`src/rtl/bdqs_pkg.sv`:
```
package bdqs_pkg;

   localparam int ACTION_W = 3;
   localparam int VALUE_W  = 32;
   localparam int STATUS_W = 2;

   typedef enum logic [ACTION_W-1:0] {
      ACT_PUSH_HEAD = 3'd0,
      ACT_PUSH_TAIL = 3'd1,
      ACT_POP_HEAD  = 3'd2,
      ACT_POP_TAIL  = 3'd3,
      ACT_FIND      = 3'd4
   } action_type;

   typedef enum logic [STATUS_W-1:0] {
      STATUS_OK    = 2'd0,
      STATUS_EMPTY = 2'd1,
      STATUS_FULL  = 2'd2
   } status_type;

   typedef enum logic {
      ST_IDLE = 1'b0,
      ST_SCAN = 1'b1
   } state_type;

   // Result handed from the controller to the output stage.
   typedef struct packed {
      logic       valid;
      status_type status;
      logic       found;
   } res_flags_type;

endpackage

```
`src/rtl/bdqs_ram.sv`:
```
module bdqs_ram #(
   parameter int DEPTH = 16,
   localparam int IDX_W = $clog2(DEPTH)
) (
   input  logic                         clock,
   input  logic                         wr_en,
   input  logic [IDX_W-1:0]             wr_addr,
   input  logic [bdqs_pkg::VALUE_W-1:0] wr_data,
   input  logic [IDX_W-1:0]             rd_addr,
   output logic [bdqs_pkg::VALUE_W-1:0] rd_data
);
   import bdqs_pkg::*;

   logic [VALUE_W-1:0] mem [DEPTH];
   logic [VALUE_W-1:0] rd_data_ff;

   always_ff @(posedge clock) begin
      if (wr_en) begin
         mem[wr_addr] <= wr_data;
      end
      rd_data_ff <= mem[rd_addr];
   end

   assign rd_data = rd_data_ff;

endmodule

```
`src/rtl/bdqs_ctrl.sv`:
```
module bdqs_ctrl #(
   parameter int DEPTH = 16,
   localparam int IDX_W = $clog2(DEPTH),
   localparam int CNT_W = $clog2(DEPTH + 1)
) (
   input  logic                                clock,
   input  logic                                reset,
   input  logic                                req_valid,
   output logic                                req_ready,
   input  logic [bdqs_pkg::ACTION_W-1:0]       req_action,
   input  logic signed [bdqs_pkg::VALUE_W-1:0] req_value,
   input  logic                                out_free,
   output bdqs_pkg::res_flags_type             res_flags,
   output logic [CNT_W-1:0]                    res_count,
   output logic                                mem_we,
   output logic [IDX_W-1:0]                    mem_waddr,
   output logic [bdqs_pkg::VALUE_W-1:0]        mem_wdata,
   output logic [IDX_W-1:0]                    mem_raddr,
   input  logic [bdqs_pkg::VALUE_W-1:0]        mem_rdata
);
   import bdqs_pkg::*;

   state_type          state_ff, state_in;
   logic [IDX_W-1:0]   head_ff, head_in;
   logic [CNT_W-1:0]   count_ff, count_in;
   logic [VALUE_W-1:0] key_ff, key_in;
   logic [IDX_W-1:0]   cmp_ff, cmp_in;
   res_flags_type      pend_ff, pend_in;

   logic               accept;
   logic               is_full;
   logic               is_empty;
   logic [IDX_W-1:0]   head_dec;
   logic [IDX_W-1:0]   head_inc;
   logic [IDX_W-1:0]   tail_addr;
   logic [IDX_W-1:0]   cmp_next;
   logic               hit;
   logic               last;

   // Ring position of base + off, both below DEPTH, so one subtract suffices.
   function automatic logic [IDX_W-1:0] ring_add(input logic [IDX_W-1:0] base,
                                                 input logic [IDX_W-1:0] off);
      logic [IDX_W:0] sum;
      sum = {1'b0, base} + {1'b0, off};
      if (sum >= (IDX_W+1)'(DEPTH)) begin
         sum = sum - (IDX_W+1)'(DEPTH);
      end
      return sum[IDX_W-1:0];
   endfunction

   always_ff @(posedge clock) begin
      if (reset) begin
         state_ff <= ST_IDLE;
         head_ff  <= '0;
         count_ff <= '0;
         pend_ff  <= '0;
      end else begin
         state_ff <= state_in;
         head_ff  <= head_in;
         count_ff <= count_in;
         pend_ff  <= pend_in;
      end
   end

   always_ff @(posedge clock) begin
      key_ff <= key_in;
      cmp_ff <= cmp_in;
   end

   assign is_full   = (count_ff == CNT_W'(DEPTH));
   assign is_empty  = (count_ff == '0);
   assign head_dec  = (head_ff == '0) ? IDX_W'(DEPTH - 1) : head_ff - IDX_W'(1);
   assign head_inc  = ring_add(head_ff, IDX_W'(1));
   assign tail_addr = ring_add(head_ff, count_ff[IDX_W-1:0]);
   assign cmp_next  = cmp_ff + IDX_W'(1);
   assign hit       = (mem_rdata == key_ff);
   assign last      = ((CNT_W'(cmp_ff) + CNT_W'(1)) == count_ff);

   // A held result may leave in the same cycle as a new item arrives.
   assign req_ready = (state_ff == ST_IDLE) && (!pend_ff.valid || out_free);
   assign accept    = req_valid && req_ready;
   assign res_flags = pend_ff;
   assign res_count = count_ff;
   assign mem_wdata = req_value;

   always_comb begin
      state_in  = state_ff;
      head_in   = head_ff;
      count_in  = count_ff;
      key_in    = key_ff;
      cmp_in    = cmp_ff;
      pend_in   = pend_ff;
      mem_we    = 1'b0;
      mem_waddr = head_dec;
      mem_raddr = head_ff;
      if (pend_ff.valid && out_free) begin
         pend_in.valid = 1'b0;
      end
      case (state_ff)
         ST_IDLE: begin
            if (accept) begin
               pend_in.valid  = 1'b1;
               pend_in.status = STATUS_OK;
               pend_in.found  = 1'b0;
               case (req_action)
                  ACT_PUSH_HEAD: begin
                     if (is_full) begin
                        pend_in.status = STATUS_FULL;
                     end else begin
                        mem_we   = 1'b1;
                        head_in  = head_dec;
                        count_in = count_ff + CNT_W'(1);
                     end
                  end
                  ACT_PUSH_TAIL: begin
                     mem_waddr = tail_addr;
                     if (is_full) begin
                        pend_in.status = STATUS_FULL;
                     end else begin
                        mem_we   = 1'b1;
                        count_in = count_ff + CNT_W'(1);
                     end
                  end
                  ACT_POP_HEAD: begin
                     if (is_empty) begin
                        pend_in.status = STATUS_EMPTY;
                     end else begin
                        head_in  = head_inc;
                        count_in = count_ff - CNT_W'(1);
                     end
                  end
                  ACT_POP_TAIL: begin
                     if (is_empty) begin
                        pend_in.status = STATUS_EMPTY;
                     end else begin
                        count_in = count_ff - CNT_W'(1);
                     end
                  end
                  ACT_FIND: begin
                     if (is_empty) begin
                        pend_in.status = STATUS_EMPTY;
                     end else begin
                        // The head entry is being read now; compare it next cycle.
                        pend_in.valid = 1'b0;
                        key_in        = req_value;
                        cmp_in        = '0;
                        state_in      = ST_SCAN;
                     end
                  end
                  default: begin
                  end
               endcase
            end
         end
         ST_SCAN: begin
            mem_raddr = ring_add(head_ff, cmp_next);
            if (hit || last) begin
               pend_in.valid  = 1'b1;
               pend_in.status = STATUS_OK;
               pend_in.found  = hit;
               state_in       = ST_IDLE;
            end else begin
               cmp_in = cmp_next;
            end
         end
         default: begin
            state_in = ST_IDLE;
         end
      endcase
   end

endmodule

```
`src/rtl/bounded_deque_with_search.sv`:
```
// Bounded double-ended queue of DEPTH signed 32-bit values with a value search.
// Each request transfer carries one action (push at the head, push at the tail, pop from
// the head, pop from the tail, or find) and yields exactly one response transfer with a
// status (ok, empty or full), a found flag and the element count after the action.
// Pushes, pops and unused action codes may follow one another on every cycle while
// the response side keeps up. A find on a non-empty store walks the stored values from
// the head through the single read port of the entry memory, one value per cycle, and
// stops at the first match, having compared at most element-count values; no request is
// taken meanwhile. Values popped are discarded and never appear on the response. A
// response waiting for rsp_tready does not block the next request: the controller's
// one-entry result register takes the next result, and outside a find req_tready is
// low only when both it and the output register are occupied.
// The entry memory needs no clearing after reset; only written entries are ever compared.
module bounded_deque_with_search #(
   parameter int DEPTH = 16,
   localparam int CNT_W       = $clog2(DEPTH + 1),
   localparam int IDX_W       = $clog2(DEPTH),
   localparam int REQ_TDATA_W = ((bdqs_pkg::ACTION_W + bdqs_pkg::VALUE_W + 7) / 8) * 8,
   localparam int RSP_TDATA_W = ((bdqs_pkg::STATUS_W + 1 + CNT_W + 7) / 8) * 8
) (
   input  logic                   clock,
   input  logic                   reset,
   input  logic                   req_tvalid,
   output logic                   req_tready,
   // From bit 0 up: action (3 bits), value (32 bits, signed), zero padding.
   input  logic [REQ_TDATA_W-1:0] req_tdata,
   output logic                   rsp_tvalid,
   input  logic                   rsp_tready,
   // From bit 0 up: status (2 bits), found (1 bit), element_count, zero padding.
   output logic [RSP_TDATA_W-1:0] rsp_tdata
);
   import bdqs_pkg::*;

   logic [ACTION_W-1:0]       req_action;
   logic signed [VALUE_W-1:0] req_value;

   res_flags_type             res_flags;
   logic [CNT_W-1:0]          res_count;
   logic                      out_free;
   logic                      out_load;

   logic                      mem_we;
   logic [IDX_W-1:0]          mem_waddr;
   logic [VALUE_W-1:0]        mem_wdata;
   logic [IDX_W-1:0]          mem_raddr;
   logic [VALUE_W-1:0]        mem_rdata;

   // Output register: the response stage towards the consumer.
   logic                      rsp_valid_ff, rsp_valid_in;
   status_type                rsp_status_ff;
   logic                      rsp_found_ff;
   logic [CNT_W-1:0]          rsp_count_ff;

   assign req_action = req_tdata[ACTION_W-1:0];
   assign req_value  = req_tdata[ACTION_W +: VALUE_W];

   // The output register can take a result when empty or when it is being emptied.
   assign out_free = !rsp_valid_ff || rsp_tready;
   assign out_load = res_flags.valid && out_free;

   bdqs_ctrl #(.DEPTH(DEPTH)) u_ctrl (
      .clock      (clock),
      .reset      (reset),
      .req_valid  (req_tvalid),
      .req_ready  (req_tready),
      .req_action (req_action),
      .req_value  (req_value),
      .out_free   (out_free),
      .res_flags  (res_flags),
      .res_count  (res_count),
      .mem_we     (mem_we),
      .mem_waddr  (mem_waddr),
      .mem_wdata  (mem_wdata),
      .mem_raddr  (mem_raddr),
      .mem_rdata  (mem_rdata)
   );

   // A write never meets a read whose data is used: a search only reads, and pushes are
   // not taken while a search is in progress.
   bdqs_ram #(.DEPTH(DEPTH)) u_ram (
      .clock   (clock),
      .wr_en   (mem_we),
      .wr_addr (mem_waddr),
      .wr_data (mem_wdata),
      .rd_addr (mem_raddr),
      .rd_data (mem_rdata)
   );

   always_comb begin
      rsp_valid_in = rsp_valid_ff;
      if (out_load) begin
         rsp_valid_in = 1'b1;
      end else if (rsp_tready) begin
         rsp_valid_in = 1'b0;
      end
   end

   always_ff @(posedge clock) begin
      if (reset) begin
         rsp_valid_ff <= 1'b0;
      end else begin
         rsp_valid_ff <= rsp_valid_in;
      end
   end

   always_ff @(posedge clock) begin
      if (out_load) begin
         rsp_status_ff <= res_flags.status;
         rsp_found_ff  <= res_flags.found;
         rsp_count_ff  <= res_count;
      end
   end

   assign rsp_tvalid = rsp_valid_ff;

   always_comb begin
      rsp_tdata                   = '0;
      rsp_tdata[STATUS_W-1:0]     = rsp_status_ff;
      rsp_tdata[STATUS_W]         = rsp_found_ff;
      rsp_tdata[STATUS_W+1 +: CNT_W] = rsp_count_ff;
   end

endmodule

```
`config.mk`:
```
export PLATFORM = sky130hd
export DESIGN_NAME = bounded_deque_with_search
export DESIGN_NICKNAME = d
export VERILOG_FILES = /design/src/rtl/bdqs_pkg.sv /design/src/rtl/bdqs_ram.sv /design/src/rtl/bdqs_ctrl.sv /design/src/rtl/bounded_deque_with_search.sv
export SDC_FILE = /design/constraint.sdc
export NUM_CORES = 1
export LEC_CHECK = 0
export BUFFER_PORTS_ARGS = -buffer_cell sky130_fd_sc_hd__buf_2
export CAP_MARGIN = 20
export CORE_UTILIZATION = 41
export CTS_BUF_LIST = sky130_fd_sc_hd__clkbuf_4
export DETAILED_ROUTE_END_ITERATION = 12
export GPL_TIMING_DRIVEN = 1
export PLACE_DENSITY = 0.53
export SLEW_MARGIN = 20
export SYNTH_ARGS = -nofsm -noshare
export SYNTH_HDL_FRONTEND = slang
export SYNTH_HIERARCHICAL = 1
export SYNTH_SLANG_ARGS = --single-unit
```
`constraint.sdc`:
```
create_clock -name clock -period 6.8 [get_ports clock]
set_input_delay 1.02 -clock clock [delete_from_list [all_inputs] [get_ports clock]]
set_output_delay 1.02 -clock clock [all_outputs]
set_load 0.02 [all_outputs]
```
==> results.md <==
- CTS Root Cell: clkbuf_4
- Highest routed layer: met4
- Count of pins over their slew limit: 0
- Simple logic cell fraction of the synthesized area: 2.620%
- RR Startpoint: u_ctrl/state_ff
- # DRC: 0
- Yosys top cell by area: edfxtp_1
- Static leakage: 8.489 nW
- Synth Warn #: 6
- Largest net degree at the start of global routing: 89
- Layout area overhead: 13.41%
- Clock Power Share: 40.6%
- Gr ovfl total: 0
- PD cells: 293.3 nW/µm²
- Distinct cells, synth: 50
- Wire per inst: 23.14 µm
- Finished Cell Area: 26270 µm²
- Rel. slew slack: 28.18%
- HPWL Detailed: 26440 µm
- Flip-flop and latch count after synthesis: 603
- Most area-consuming cells after synthesis: edfxtp_1, mux4_2, dfxtp_1
- Dpl cell area: 24230 µm²
- Psw: 0.001702 W
- Fillers: 4704
- Sequential power share: 53.8%
- RSZ-0062 raised after global routing: no
- Adder-cell share of the synthesized area: 0.9074%
- HP Start: rsp_tready
- Io pins: 54
- Worst-path fanout max: 21
- H-tree depth: 4
- Hold buffers post-CTS: 0
- Count of flip-flops with a built-in enable after synthesis: 556
- Die H: 239.7 µm
- Cells after DPL: 1865
- Row count: 86
- Setup TNS: 0 ns
- Internal: 0.006004 W
- Period utilization: 62.78%
- Measured slew at the worst slew-check pin: 1.075 ns
- Crit path arrival time: 4.86 ns
- Status: finished, final reports clean
- Vias in the first global route: 12.08k
- Post-synth top area share: 72.08%
- Crit path required time: 7.39 ns
- Worst vdd ir: 127.5 µV
- Skew-Pair Late Insertion Delay: 0.92 ns
- Syn nets: 1186
- Storage cell area: 17640 µm²
- CTS tree: yes
- Crit. End Element: flop
- Mapped Cells: 1127
- Post-Route WL: 49620 µm
- WHS Endpoint: rsp_tvalid
- Maxcap violations: 0
- Most frequent cells in the layout: edfxtp_1, clkbuf_4, mux4_2
- CTS sink cnt: 603
- Routability-driven placement congestion ratio: 0.7498
- Cell area after synthesis: 23160 µm²
- Core ar.: 55420 µm²
- Starting Density: 41.80%
- Post-Synthesis Mean Instance Area: 20.55 µm²
- M1 WL: 21910 µm
- Critical path startpoint: u_ctrl/state_ff
- Remaining antenna violation count: 0
- Layout cells sized above 1: 34.65%
- Shortest period the worst path allows: 4.269 ns
- Hold Violations, Final: 0
- Multiplexer share of the synthesized area: 12.53%
- Fmax: 0.2342 GHz
- CP Launch Type: flop
- Reg2Reg Setup Slack: 2.53 ns
- Synth async-reset ratio: 0%
- Sequential-to-total area share from yosys stat: 76.14%
- Setup CP Type: flop to flop
- Pre-CTS setup slack: 1.883 ns
- Die ar.: 57450 µm²
- DR vias: 11.19k
- Fin nets: 1334
- Hold path cells: 3
- Worst hold path type: input pin to flop
- Metal3 WL: 2869 µm
- Reg2reg path depth: 7
- Fin worst setup slack: 2.531 ns
- Worst-path clk slew: 0.07 ns
- Global Route Usage Sum: 18.31%
- Starting DRT DRC Count: 624
- Fin cells: 2144
- Met2 routed WL: 23930 µm
- R2R Path End: u_ram/mem[15][28]
- First-pass GRT wire length: 75350 µm
- Combinational power share: 5.6%
- Main synth FF type: edfxtp_1
- Largest family of logic cells by synthesized area: multiplexers
- # resized after CTS: 0
- Compound-Gate Fraction of Synth Area: 3.457%
- Finish-stage setup viols: 0
- Commonest non-fill, non-tap cell in the layout: edfxtp_1
- Port buffer count: 48
- Initial antenna violation count: 2
- Area occupied by multi-input gates: 5165 µm²
- XOR/XNOR Fraction of Synth Area: 2.107%
- CTS buffer count: 156
- Switching fraction of total power: 22.09%
- Setup Fix Bufs, Post-CTS: 0
- DRT Pass-1 Iters: 5
- Vias per cell: 5.221
- Overall die width: 239.7 µm
- Clock skew: 0.04544 ns
- Max Root-Sink Buffers: 3
## per-layer routing
metal	GRT usage (%)	vias up
li1	-	4968
met1	23.64	5875
met2	28.89	268
met3	6.189	82
met4	6.333	0
met5	0	-
## synthesized netlist by cell type (11+ instances only)
master / number
xor2_1: 41
buf_1: 11
nor2_1: 29
clkbuf_1: 23
dfxtp_1: 47
ha_1: 12
a22oi_1: 64
a21oi_1: 13
edfxtp_1: 556
buf_4: 42
mux4_2: 128
nand2_1: 48
xnor2_1: 12
## power groups by stage
stage	Combinational [W]	Sequential, W	Clock (W)
after floorplan	0.000313	0.00422	0
after global placement	0.000441	0.00422	0
after detailed placement	0.000443	0.00423	0
after CTS	0.000445	0.00415	0.00325
after global routing	0.000478	0.00415	0.00344
final	0.000434	0.00414	0.00313
## area by class of cell
cell class                      count  share of cell area (%)
Sequential cell                   603                   67.13
Timing Repair Buffer               74                   1.753
Tap cell                          748                   3.562
Clock inverter                     43                   1.072
Antenna cell                        2                 0.01905
Inverter                            8                  0.1143
Clock buffer                      234                   6.687
Multi-Input combinational cell    432                   19.66
## stage by stage
stage          util, %  power, W  hold WS [ns]
5_1_grt          47.41  0.008069        0.2623
2_1_floorplan        -  0.004530        0.4002
4_1_cts          47.40  0.007840        0.2392
3_3_place_gp     43.72  0.004664        0.4237
6_report         47.41  0.007707        0.3956
3_5_place_dp     43.72  0.004669        0.4270
## logic make-up (layout without fill, tap and decap cells)
kind of cell	count (synthesis)	after routing
muxes	130	130
adders and majority gates	15	15
and+or+nand+nor	124	124
buffers and inverters	92	359
other	0	2
xor gates and xnor gates	54	54
AOI/OAI and AO/OA	109	109
DFF	603	603
## critical path, cell delays in order, from the launching register on
cell and delay, ns:
dfxtp_1 0.50, nand2b_1 0.32, nor2_1 0.33, nand3_1 0.35, a31oi_1 0.72, nand2_1 0.42, nor2_4 0.91, buf_4 0.38
## sequential cells by signal, indices dropped and copies added, names as in the netlist
name              flops
u_ram/rd_data        32
u_ctrl/res_count      5
u_ctrl/state_ff       1
rsp_tvalid            1
u_ctrl/res_flags      4
rsp_found_ff          1
u_ram/mem           512
u_ctrl/cmp_ff         4
u_ctrl/key_ff        32
u_ctrl/head_ff        4
rsp_status_ff         2
rsp_count_ff          5
## how the worst max path moves through the flow
stage and end:
2_1_floorplan u_ram/mem[0][0], 3_3_place_gp u_ram/mem[15][30], 3_5_place_dp u_ram/mem[5][23], 4_1_cts u_ram/mem[5][23], 5_1_grt u_ram/mem[15][28], 6_report u_ram/mem[15][28]
No activity file was read; power rests on OpenSTA's default activity.
